File: config.mk
export PLATFORM = sky130hd
export DESIGN_NAME = sorted_list_table_core
export DESIGN_NICKNAME = d
export VERILOG_FILES = /design/src/rtl/slt_pkg.sv /design/src/rtl/slt_dpath.sv /design/src/rtl/slt_ctrl.sv /design/src/rtl/sorted_list_table_core.sv
export VERILOG_INCLUDE_DIRS = /design/src /design/src/rtl
export SDC_FILE = /design/constraint.sdc
export NUM_CORES = 2
export LEC_CHECK = 0
export BUFFER_PORTS_ARGS = -buffer_cell sky130_fd_sc_hd__buf_2
export CAP_MARGIN = 20
export CORE_UTILIZATION = 30
export CTS_CLUSTER_DIAMETER = 30
export DETAILED_ROUTE_END_ITERATION = 10
export MAX_ROUTING_LAYER = met4
export PLACE_DENSITY = 0.41
export SLEW_MARGIN = 20
export SYNTH_ARGS = -nofsm -noshare
export SYNTH_HDL_FRONTEND = slang
export SYNTH_HIERARCHICAL = 1
export SYNTH_SLANG_ARGS = --single-unit
File: constraint.sdc
create_clock -name aclk -period 6.92 [get_ports aclk]
set_clock_uncertainty 0.15 [all_clocks]
set_input_delay 2.076 -clock aclk [delete_from_list [all_inputs] [get_ports aclk]]
set_output_delay 2.076 -clock aclk [all_outputs]
set_load 0.03 [all_outputs]
File: src/rtl/assert_macros.svh
// Assertion macros shared by the sorted list table RTL.
// Depends on nothing; include by bare file name inside a module body.
`ifndef ASSERT_MACROS_SVH
`define ASSERT_MACROS_SVH

// Same-cycle implication, disabled during reset
`define SLT_ASSERT_IMPL(lbl, clk, rstn, ante, cons) \
    lbl: assert property (@(posedge clk) disable iff (!rstn) (ante) |-> (cons)) \
        else $error("sorted list table: same-cycle check failed");

// Next-cycle implication, disabled during reset
`define SLT_ASSERT_NEXT(lbl, clk, rstn, ante, cons) \
    lbl: assert property (@(posedge clk) disable iff (!rstn) (ante) |=> (cons)) \
        else $error("sorted list table: next-cycle check failed");

`endif

File: src/rtl/slt_pkg.sv
// Package for the sorted list table: payload structs, codes and the
// command/status bundles between controller and datapath. No dependencies.
`timescale 1ns / 1ps

package slt_pkg;

    localparam int CAPACITY_DEF = 64;

    localparam logic [1:0] OP_INSERT = 2'd0;
    localparam logic [1:0] OP_REMOVE = 2'd1;
    localparam logic [1:0] OP_READ   = 2'd2;
    localparam logic [1:0] OP_NONE   = 2'd3;

    localparam logic [1:0] STAT_OK    = 2'd0;
    localparam logic [1:0] STAT_EMPTY = 2'd1;
    localparam logic [1:0] STAT_RANGE = 2'd2;
    localparam logic [1:0] STAT_FULL  = 2'd3;

    typedef struct packed {
        logic [1:0]         func;
        logic signed [31:0] value;
        logic [5:0]         position;
    } slt_in_t;

    typedef struct packed {
        logic signed [31:0] read_value;
        logic [1:0]         status;
        logic [6:0]         entry_count;
    } slt_out_t;

    typedef enum logic [2:0] {
        RA_POS,
        RA_IDX_DEC1,
        RA_IDX_DEC2,
        RA_IDX_INC1,
        RA_IDX_INC2
    } rd_sel_t;

    typedef struct packed {
        logic       load_item;
        logic       idx_from_count;
        logic       idx_from_pos;
        logic       idx_inc;
        logic       idx_dec;
        logic       rd_en;
        rd_sel_t    rd_sel;
        logic       wr_en;
        logic       wr_val;
        logic       cnt_inc;
        logic       cnt_dec;
        logic       set_status;
        logic [1:0] status_code;
        logic       cap_rd;
        logic       res_load;
    } ctrl_cmd_t;

    typedef struct packed {
        logic [1:0] item_func;
        logic       full;
        logic       empty;
        logic       pos_oor;
        logic       idx_zero;
        logic       idx_one;
        logic       idx_p1_lt_cnt;
        logic       idx_p2_lt_cnt;
        logic       val_lt_rd;
        logic       out_free;
    } dp_status_t;

endpackage

File: src/rtl/slt_dpath.sv
// Datapath of the sorted list table: entry memory, count, index, pending
// result and output register. Depends on slt_pkg and assert_macros.svh.
`timescale 1ns / 1ps

module slt_dpath
    import slt_pkg::*;
#(
    parameter int CAPACITY = CAPACITY_DEF
) (
    input  logic       aclk,
    input  logic       aresetn,
    input  slt_in_t    s_data,
    output slt_out_t   m_data,
    output logic       m_valid,
    input  logic       m_ready,
    input  ctrl_cmd_t  cmd,
    output dp_status_t st
);

    localparam int AW   = $clog2(CAPACITY);
    localparam int CW   = $clog2(CAPACITY + 1);
    localparam int CMPW = (CW > 6) ? CW : 6;

    logic [31:0]        mem [CAPACITY];
    logic signed [31:0] rd_data_reg;
    logic [AW-1:0]      rd_addr;
    logic [31:0]        wr_data;

    slt_in_t            item_reg;
    logic [AW-1:0]      idx_reg, idx_next;
    logic [CW-1:0]      cnt_reg, cnt_next;
    logic [1:0]         pend_status_reg;
    logic signed [31:0] pend_rd_reg;
    slt_out_t           m_data_reg;
    logic               m_valid_reg, m_valid_next;
    logic [CW:0]        idx_ext;
    logic               out_free;

    assign idx_ext  = (CW + 1)'(idx_reg);
    assign out_free = !m_valid_reg || m_ready;

    always_comb begin
        unique case (cmd.rd_sel)
            RA_POS:      rd_addr = AW'(item_reg.position);
            RA_IDX_DEC1: rd_addr = idx_reg - AW'(1);
            RA_IDX_DEC2: rd_addr = idx_reg - AW'(2);
            RA_IDX_INC1: rd_addr = idx_reg + AW'(1);
            RA_IDX_INC2: rd_addr = idx_reg + AW'(2);
            default:     rd_addr = idx_reg;
        endcase
    end

    assign wr_data = cmd.wr_val ? item_reg.value : rd_data_reg;

    always_ff @(posedge aclk) begin
        if (cmd.wr_en) begin
            mem[idx_reg] <= wr_data;
        end
    end

    always_ff @(posedge aclk) begin
        if (cmd.rd_en) begin
            rd_data_reg <= mem[rd_addr];
        end
    end

    always_comb begin
        idx_next = idx_reg;
        priority if (cmd.idx_from_count) begin
            idx_next = AW'(cnt_reg);
        end else if (cmd.idx_from_pos) begin
            idx_next = AW'(item_reg.position);
        end else if (cmd.idx_inc) begin
            idx_next = idx_reg + AW'(1);
        end else if (cmd.idx_dec) begin
            idx_next = idx_reg - AW'(1);
        end
    end

    always_comb begin
        cnt_next = cnt_reg;
        priority if (cmd.cnt_inc) begin
            cnt_next = cnt_reg + CW'(1);
        end else if (cmd.cnt_dec) begin
            cnt_next = cnt_reg - CW'(1);
        end
    end

    always_comb begin
        m_valid_next = m_valid_reg;
        priority if (cmd.res_load) begin
            m_valid_next = 1'b1;
        end else if (m_ready) begin
            m_valid_next = 1'b0;
        end
    end

    always_ff @(posedge aclk) begin
        if (!aresetn) begin
            cnt_reg     <= '0;
            m_valid_reg <= 1'b0;
        end else begin
            cnt_reg     <= cnt_next;
            m_valid_reg <= m_valid_next;
        end
    end

    always_ff @(posedge aclk) begin
        idx_reg <= idx_next;
        if (cmd.load_item) begin
            item_reg <= s_data;
        end
        if (cmd.set_status) begin
            pend_status_reg <= cmd.status_code;
            pend_rd_reg     <= '0;
        end
        if (cmd.cap_rd) begin
            pend_rd_reg <= rd_data_reg;
        end
        if (cmd.res_load) begin
            m_data_reg.read_value  <= pend_rd_reg;
            m_data_reg.status      <= pend_status_reg;
            m_data_reg.entry_count <= 7'(cnt_reg);
        end
    end

    assign st.item_func     = item_reg.func;
    assign st.full          = (cnt_reg == CW'(CAPACITY));
    assign st.empty         = (cnt_reg == '0);
    assign st.pos_oor       = (CMPW'(item_reg.position) >= CMPW'(cnt_reg));
    assign st.idx_zero      = (idx_reg == '0);
    assign st.idx_one       = (idx_reg == AW'(1));
    assign st.idx_p1_lt_cnt = ((idx_ext + (CW + 1)'(1)) < (CW + 1)'(cnt_reg));
    assign st.idx_p2_lt_cnt = ((idx_ext + (CW + 1)'(2)) < (CW + 1)'(cnt_reg));
    assign st.val_lt_rd     = (item_reg.value < rd_data_reg);
    assign st.out_free      = out_free;

    assign m_data  = m_data_reg;
    assign m_valid = m_valid_reg;

`include "assert_macros.svh"

    `SLT_ASSERT_IMPL(a_cnt_bound, aclk, aresetn, 1'b1, cnt_reg <= CW'(CAPACITY))
    `SLT_ASSERT_IMPL(a_wr_in_list, aclk, aresetn, cmd.wr_en, CW'(idx_reg) <= cnt_reg)
    `SLT_ASSERT_IMPL(a_rd_wr_apart, aclk, aresetn, cmd.wr_en && cmd.rd_en, rd_addr != idx_reg)

endmodule

File: src/rtl/slt_ctrl.sv
// Controller of the sorted list table: sequences decode, shift and result
// steps. Depends on slt_pkg and assert_macros.svh.
`timescale 1ns / 1ps

module slt_ctrl
    import slt_pkg::*;
(
    input  logic       aclk,
    input  logic       aresetn,
    input  logic       s_valid,
    output logic       s_ready,
    input  dp_status_t st,
    output ctrl_cmd_t  cmd
);

    typedef enum logic [7:0] {
        S_IDLE     = 8'b0000_0001,
        S_DECODE   = 8'b0000_0010,
        S_INS_SCAN = 8'b0000_0100,
        S_INS_CMP  = 8'b0000_1000,
        S_REM_SCAN = 8'b0001_0000,
        S_REM_MOVE = 8'b0010_0000,
        S_RD_WAIT  = 8'b0100_0000,
        S_FINISH   = 8'b1000_0000
    } state_t;

    state_t state_reg, state_next;

    always_comb begin
        cmd        = '0;
        cmd.rd_sel = RA_POS;
        state_next = state_reg;
        unique case (state_reg)
            S_IDLE: begin
                if (s_valid) begin
                    cmd.load_item = 1'b1;
                    state_next    = S_DECODE;
                end
            end
            S_DECODE: begin
                cmd.set_status  = 1'b1;
                cmd.status_code = STAT_OK;
                state_next      = S_FINISH;
                unique case (st.item_func)
                    OP_INSERT: begin
                        if (st.full) begin
                            cmd.status_code = STAT_FULL;
                        end else begin
                            cmd.idx_from_count = 1'b1;
                            state_next         = S_INS_SCAN;
                        end
                    end
                    OP_REMOVE: begin
                        if (st.empty) begin
                            cmd.status_code = STAT_EMPTY;
                        end else if (st.pos_oor) begin
                            cmd.status_code = STAT_RANGE;
                        end else begin
                            cmd.idx_from_pos = 1'b1;
                            state_next       = S_REM_SCAN;
                        end
                    end
                    OP_READ: begin
                        if (st.pos_oor) begin
                            cmd.status_code = STAT_RANGE;
                        end else begin
                            cmd.rd_en  = 1'b1;
                            cmd.rd_sel = RA_POS;
                            state_next = S_RD_WAIT;
                        end
                    end
                    default: begin
                        cmd.status_code = STAT_OK;
                    end
                endcase
            end
            S_INS_SCAN: begin
                if (st.idx_zero) begin
                    cmd.wr_en   = 1'b1;
                    cmd.wr_val  = 1'b1;
                    cmd.cnt_inc = 1'b1;
                    state_next  = S_FINISH;
                end else begin
                    cmd.rd_en  = 1'b1;
                    cmd.rd_sel = RA_IDX_DEC1;
                    state_next = S_INS_CMP;
                end
            end
            S_INS_CMP: begin
                if (st.val_lt_rd) begin
                    cmd.wr_en   = 1'b1;
                    cmd.idx_dec = 1'b1;
                    if (st.idx_one) begin
                        state_next = S_INS_SCAN;
                    end else begin
                        cmd.rd_en  = 1'b1;
                        cmd.rd_sel = RA_IDX_DEC2;
                    end
                end else begin
                    cmd.wr_en   = 1'b1;
                    cmd.wr_val  = 1'b1;
                    cmd.cnt_inc = 1'b1;
                    state_next  = S_FINISH;
                end
            end
            S_REM_SCAN: begin
                if (st.idx_p1_lt_cnt) begin
                    cmd.rd_en  = 1'b1;
                    cmd.rd_sel = RA_IDX_INC1;
                    state_next = S_REM_MOVE;
                end else begin
                    cmd.cnt_dec = 1'b1;
                    state_next  = S_FINISH;
                end
            end
            S_REM_MOVE: begin
                cmd.wr_en   = 1'b1;
                cmd.idx_inc = 1'b1;
                if (st.idx_p2_lt_cnt) begin
                    cmd.rd_en  = 1'b1;
                    cmd.rd_sel = RA_IDX_INC2;
                end else begin
                    cmd.cnt_dec = 1'b1;
                    state_next  = S_FINISH;
                end
            end
            S_RD_WAIT: begin
                cmd.cap_rd = 1'b1;
                state_next = S_FINISH;
            end
            S_FINISH: begin
                if (st.out_free) begin
                    cmd.res_load = 1'b1;
                    state_next   = S_IDLE;
                end
            end
            default: begin
                state_next = S_IDLE;
            end
        endcase
    end

    always_ff @(posedge aclk) begin
        if (!aresetn) begin
            state_reg <= S_IDLE;
        end else begin
            state_reg <= state_next;
        end
    end

    assign s_ready = (state_reg == S_IDLE);

`include "assert_macros.svh"

    `SLT_ASSERT_IMPL(a_res_needs_room, aclk, aresetn, cmd.res_load, st.out_free)
    `SLT_ASSERT_NEXT(a_load_to_decode, aclk, aresetn, cmd.load_item, state_reg == S_DECODE)

endmodule

File: src/rtl/sorted_list_table_core.sv
// Sorted list table top level: joins controller and datapath.
// Depends on slt_pkg, slt_ctrl and slt_dpath.
//
//   channel   direction  handshake          payload
//   s_        in         s_valid/s_ready    s_data   (slt_in_t)
//   m_        out        m_valid/m_ready    m_data   (slt_out_t)
//
// One transfer in at a time; s_ready is high only while the controller idles.
// Read: decode, a memory read, then finish. Insert: decode, then a scan down
// from the end that shifts each entry greater than the value up one place,
// then the write of the value. Remove: decode, then each entry above the
// position moves down one place. Errors and the spare code go from decode to
// finish. A stalled m_ side holds the result and blocks the next result only;
// reset clears the count and the output valid.
`timescale 1ns / 1ps

module sorted_list_table_core
    import slt_pkg::*;
#(
    parameter int CAPACITY = CAPACITY_DEF
) (
    input  logic     aclk,
    input  logic     aresetn,
    input  logic     s_valid,
    output logic     s_ready,
    input  slt_in_t  s_data,
    output logic     m_valid,
    input  logic     m_ready,
    output slt_out_t m_data
);

    ctrl_cmd_t  cmd;
    dp_status_t st;

    slt_ctrl u_ctrl (
        .aclk    (aclk),
        .aresetn (aresetn),
        .s_valid (s_valid),
        .s_ready (s_ready),
        .st      (st),
        .cmd     (cmd)
    );

    slt_dpath #(
        .CAPACITY (CAPACITY)
    ) u_dpath (
        .aclk    (aclk),
        .aresetn (aresetn),
        .s_data  (s_data),
        .m_data  (m_data),
        .m_valid (m_valid),
        .m_ready (m_ready),
        .cmd     (cmd),
        .st      (st)
    );

endmodule
== Word-level counts from Yosys, hierarchy flattened ==
Memories as Yosys holds them, arrays and structs flattened. A register that Yosys moved wholly into a read port is not among the register bits.
Index checks and enable logic that the tools add are counted.

* Register bits: 137
* Latch bits: 0
* Memory bits (writable): 2048
* ROM bits: 0
* Input port bits: 44
* Output and inout bits: 43
* Memories: 1

{| class="wikitable"
|+ Memory list
! memory !! words !! bits a word !! rd ports !! clocked after Yosys merged registers in !! write ports !! RTL line !! text
|-
| u_dpath.mem || 64 || 32 || 1 || 1 || 1 || slt_dpath.sv:24 || <nowiki>logic [31:0] mem [CAPACITY];</nowiki>
|}

* Add/sub/neg operators: 8
* $mul: 0
* Div/mod/pow operators: 0
* Magnitude comparators: 4
* Equality and inequality tests: 20
* Shift operators: 0
* Muxes and demuxes: 60
* Bitwise operators: 0
* Reductions and logical operators: 12

{| class="wikitable"
|+ Operators by type and width
! kind !! count
|-
| 32-bit 2-to-1 mux || 3
|-
| 8-bit 2-to-1 mux || 11
|-
| 8-bit one-hot mux with 8 select lines || 1
|-
| 32-bit < comparator || 1
|-
| 6-bit one-hot mux with 5 select lines || 1
|-
| 4-bit 2-to-1 mux || 6
|-
| 6-bit 2-to-1 mux || 4
|-
| 8-bit one-hot mux with 3 select lines || 1
|-
| 4-bit one-hot mux with 5 select lines || 1
|-
| 1-bit 2-to-1 mux || 18
|-
| 8-bit by 7-bit < comparator with 1-bit output || 2
|-
| 7-bit 2-to-1 mux || 2
|-
| 2-bit 2-to-1 mux || 5
|-
| 8-bit by 1-bit == test with 1-bit output, second input constant || 1
|-
| 8-bit by 2-bit == test with 1-bit output, second input constant || 1
|-
| 8-bit by 3-bit == test with 1-bit output, second input constant || 1
|-
| 8-bit by 4-bit == test with 1-bit output, second input constant || 1
|-
| 8-bit by 5-bit == test with 1-bit output, second input constant || 1
|-
| 8-bit by 6-bit == test with 1-bit output, second input constant || 1
|-
| 8-bit by 7-bit == test with 1-bit output, second input constant || 1
|-
| 8-bit == test, second input constant || 1
|-
| 6-bit by 1-bit adder with 7-bit output, second input constant || 1
|-
| 6-bit by 2-bit adder with 7-bit output, second input constant || 1
|-
| 7-bit by 1-bit adder with 7-bit output, second input constant || 1
|-
| 31 further kinds || 37
|}

== Depth between registers and ports, before layout ==
* Depth after elaboration: 8
* Gate-level depth with buffers: 30
* Mapped depth without buffers: 24

== Modules after synthesis ==
Netlist, hierarchy kept.

{| class="wikitable"
|+ By module, submodules not included
! module !! instances !! cells an instance !! area each (um2)
|-
| slt_dpath || 1 || 5559 || 88366.0
|-
| slt_ctrl || 1 || 102 || 728.2
|}

== Worst setup path after synthesis ==
OpenSTA, ideal clock, no wires.

* Kind: register to register
* From: register u_dpath.rd_data_reg[1] (read register of u_dpath.mem)
* To: memory u_dpath.mem[0][21] (data pin)
* Setup time: 0.702 ns
* Arrival time: 5.076 ns
* Data required time: 6.068 ns
* Setup slack: 0.992 ns
* Cell stages (with the launch flop): 17
* Buffers on the path: 3
* Period minus slack after synthesis: 5.928 ns
* Cells stage by stage: edfxtp_1 inv_1 ha_1 a21o_1 a211o_1 o2111ai_1 a21oi_1 a211oi_1 a211oi_1 o22ai_1 nor2b_1 o21ai_0 inv_1 buf_4 clkbuf_1 clkbuf_1 o21ai_0

{| class="wikitable"
|+ RTL lines
! item !! RTL line !! text
|-
| start, declared || slt_dpath.sv:25 || <nowiki>logic signed [31:0] rd_data_reg;</nowiki>
|-
| end, declared || slt_dpath.sv:24 ||
|}

==> run_results.csv <==
group,metric,value,unit
run_status,run_status,"completed",
logic_synthesis,synth_top_area_frac,0.742,
worst_setup_path,required,7.45,ns
grt,grt_use_total,0.203,
logic_synthesis,ys_async_sr_fraction,0,
detailed_routing,wl,300000,um
clocking,htreeDepth,6,
timing,finalHoldViolCount,0,
cells_and_area,nets,6360,
floorplan,die_w,547,um
timing,fmax,147,MHz
logic_synthesis,synth.avg_cell_area,15.7,um^2
worst_setup_path,cp.arrival,7.33,ns
grt,grt-ovfl-total,0,
clocking,ctsHoldBuffers,0,
detailed_routing,viasPerCell,5.03,
run,maxCapViolCount,0,
logic_synthesis,yosys.area.top_type,"edfxtp_1",
worst_setup_path,crit_chain,"inv_1, ha_1, nand4_1, nor2_1, nand4_1, a21oi_1, a211oi_2, a211oi_1, o22ai_2, nor4bb_2, nand3_1, nand2_1, nor2_1, nand2_1, fa_1, and3_1, or3_1, nand4_1, or4b_1, buf_4, or3_1, buf_12, o31ai_2, nor4_2",
logic_synthesis,yosysUniqueCellTypes,73,
clocking,cts_buffers,527,
timing,min_period,6.80,ns
floorplan,pin_count,87,
clocking,clockBufferDepth,4,
timing,max_slew.worst_pin.slew,1.17,ns
cells_and_area,design_area,115000,um^2
power_and_ir_drop,power.density,375,nW/um^2
logic_synthesis,synth_most_common_cell,"edfxtp_1",
placement,port-buffer-count,86,
logic_synthesis,syn_area,89100,um^2
floorplan,dieArea,299000,um^2
cells_and_area,drive_gt1_frac,0.213,
floorplan,die_h,547,um
placement,dp_hpwl,183000,um
power_and_ir_drop,p_leak,0.0400,uW
hold_path,hp-class,"reg2reg",
detailed_routing,first_iter_violations,4786,
floorplan,rows,199,
timing,grt_setup_unrepaired,"yes",
clocking,cts.root.buffer_cell,"clkbuf_16",
logic_synthesis,ys_warn_count,6,
cells_and_area,post-route-util,0.392,
worst_setup_path,critical_path_class,"reg2reg",
clocking,clkSinkCount,2217,
logic_synthesis,synth_top_flop_cell,"edfxtp_1",
logic_synthesis,seq_area_frac_synth,0.745,
logic_synthesis,syn-num-nets,5772,
cells_and_area,largest_register_ffs,2048,
grt,grt_pass1_wl,420000,um
logic_synthesis,synth_cells,5661,
timing,setup_viol,0,
logic_synthesis,synth_commonest_cells,"edfxtp_1, nand2_1, mux2i_1",
worst_setup_path,crit_top_cell,"nand4_1",
detailed_routing,routedWlPerCell,28.3,um
grt,grt_pass1_vias,53500,
timing,timing.slew.headroom,0.215,
timing,slew_viol_final,0,
worst_setup_path,critical_path.max_stage_delay,0.63,ns
cells_and_area,area_growth,29.6,%
floorplan,core_area,295000,um^2
detailed_routing,drc_errors,0,
grt,grt_max_degree,122,
worst_setup_path,cp_max_fo,32,
timing,fin_crit_sh,0.983,
clocking,cts_tree,"yes",
worst_setup_path,start_kind,"register",
floorplan,start_util,0.302,
detailed_routing,dr.pass1.iters,5,
logic_synthesis,synth-edff-count,2201,
logic_synthesis,synth_area_leaders,"edfxtp_1, mux2i_1, nand2_1",
worst_setup_path,end_kind,"register",
clocking,path_clk_slew,0.05,ns
placement,gp_congestion,0.837,
grt,antenna_found_initial,26,
detailed_routing,drtAntennaViolNets,0,
logic_synthesis,synth-seq-cells,2217,
detailed_routing,vias,53300,
power_and_ir_drop,ir_worst_vdd,0.228,mV
worst_setup_path,cp_slowest_cell,"or4b_1",
clocking,clkLatencyLatePin,1.00,ns
placement,placed_area,97400,um^2
-- metal layers --
metal | global-route usage | up-vias | part of all wire
li1 | - | 23300 | -
met1 | 0.277 | 27700 | 0.46
met2 | 0.307 | 1759 | 0.45
met3 | 0.0409 | 426 | 0.064
met4 | 0.0562 | 0 | 0.025
met5 | - | - | 0
-- cells in the final DEF, fill, tap and decap left out, types with 56 or more instances in the layout --
cell type	synthesis	layout
o31ai_1	97	82
buf_4	5	254
mux2i_1	482	482
nand2_1	923	921
buf_2	98	87
mux4_2	96	96
clkbuf_1	225	90
clkinv_2	0	61
a311oi_1	190	185
ha_1	65	65
nand3_1	177	175
inv_1	57	56
buf_12	0	70
a211oi_1	200	198
edfxtp_1	2201	2201
a21oi_1	100	99
bufinv_16	0	60
clkbuf_16	0	534
clkinv_1	1	116
nor2_4	0	65
and2_1	224	225
-- critical path: cells and delay by family (launching register included) --
family                   cells  cell delay (ns)
AND/OR/NAND/NOR             14             3.18
AO/OA/AOI/OAI                5             1.31
adder cells (fa/ha/maj)      2             0.74
buffers and inverters        3             0.59
flip-flops                   1             0.52
-- logic make-up (layout without fill, tap and decap cells) --
kind of cell	Yosys count	in the layout	share of synthesized area
flip-flops	2217	2217	0.745
AND/OR/NAND/NOR	1597	1597	0.0822
AO/OA/AOI/OAI	753	753	0.0618
multiplexers	581	581	0.0788
buffers and inverters	421	1426	0.0198
adder cells (fa/ha/maj)	67	67	0.00958
XOR/XNOR	25	25	0.00246
other	0	14	0
-- power breakdown --
part | internal, uW | switching, uW | leakage, uW
logic | 1390 | 2740 | 0.0115
clock network | 16400 | 7920 | 0.00851
registers | 14800 | 83.7 | 0.0200
-- through the flow --
step / hold WS, ns / power (uW) / instances / setup TNS [ns] / worst slack (ns)
after floorplan: 0.250 / 17200 / 5661 / 0 / 0.992
after global placement: 0.255 / 19200 / 9627 / -3.99 / -0.698
after detailed placement: 0.255 / 19200 / 9638 / -1.59 / -0.413
after CTS: 0.254 / 43700 / 10600 / 0 / 0.00318
after global routing: 0.264 / 44600 / 10600 / -0.0271 / -0.0147
final: 0.259 / 43300 / 10600 / 0 / 0.116
-- final timing paths --
check                           from                 endpoint  slack (ns)  cells after the start
max          u_dpath/rd_data_reg[16]  u_dpath/rd_data_reg[23]        0.12                     24
min          u_dpath/pend_rd_reg[21]       u_dpath/m_data[30]        0.26                      0
max reg2reg  u_dpath/rd_data_reg[16]  u_dpath/rd_data_reg[23]        0.12                     24
min reg2reg  u_dpath/pend_rd_reg[21]       u_dpath/m_data[30]        0.26                      0
-- area by class of cell --
class                      instances  area, um^2
clock buffer                     624       13700
antenna                           14        35.0
sequential                      2217       66400
fill                           26900      179000
inverter                          59         224
clock inverter                   322        4060
multi-input combinational       3023       22100
tap                             3919        4900
timing repair buffer             421        3990
-- what timing repair did --
action                                 4_1_cts  5_1_grt
cloned                                       0        0
resized for setup                           17       19
pin swaps                                    0        1
buffers inserted                             0        0
setup endpoints to repair                   13       32
endpoints found under the hold margin        0        0
No activity file was read; power rests on OpenSTA's default activity.
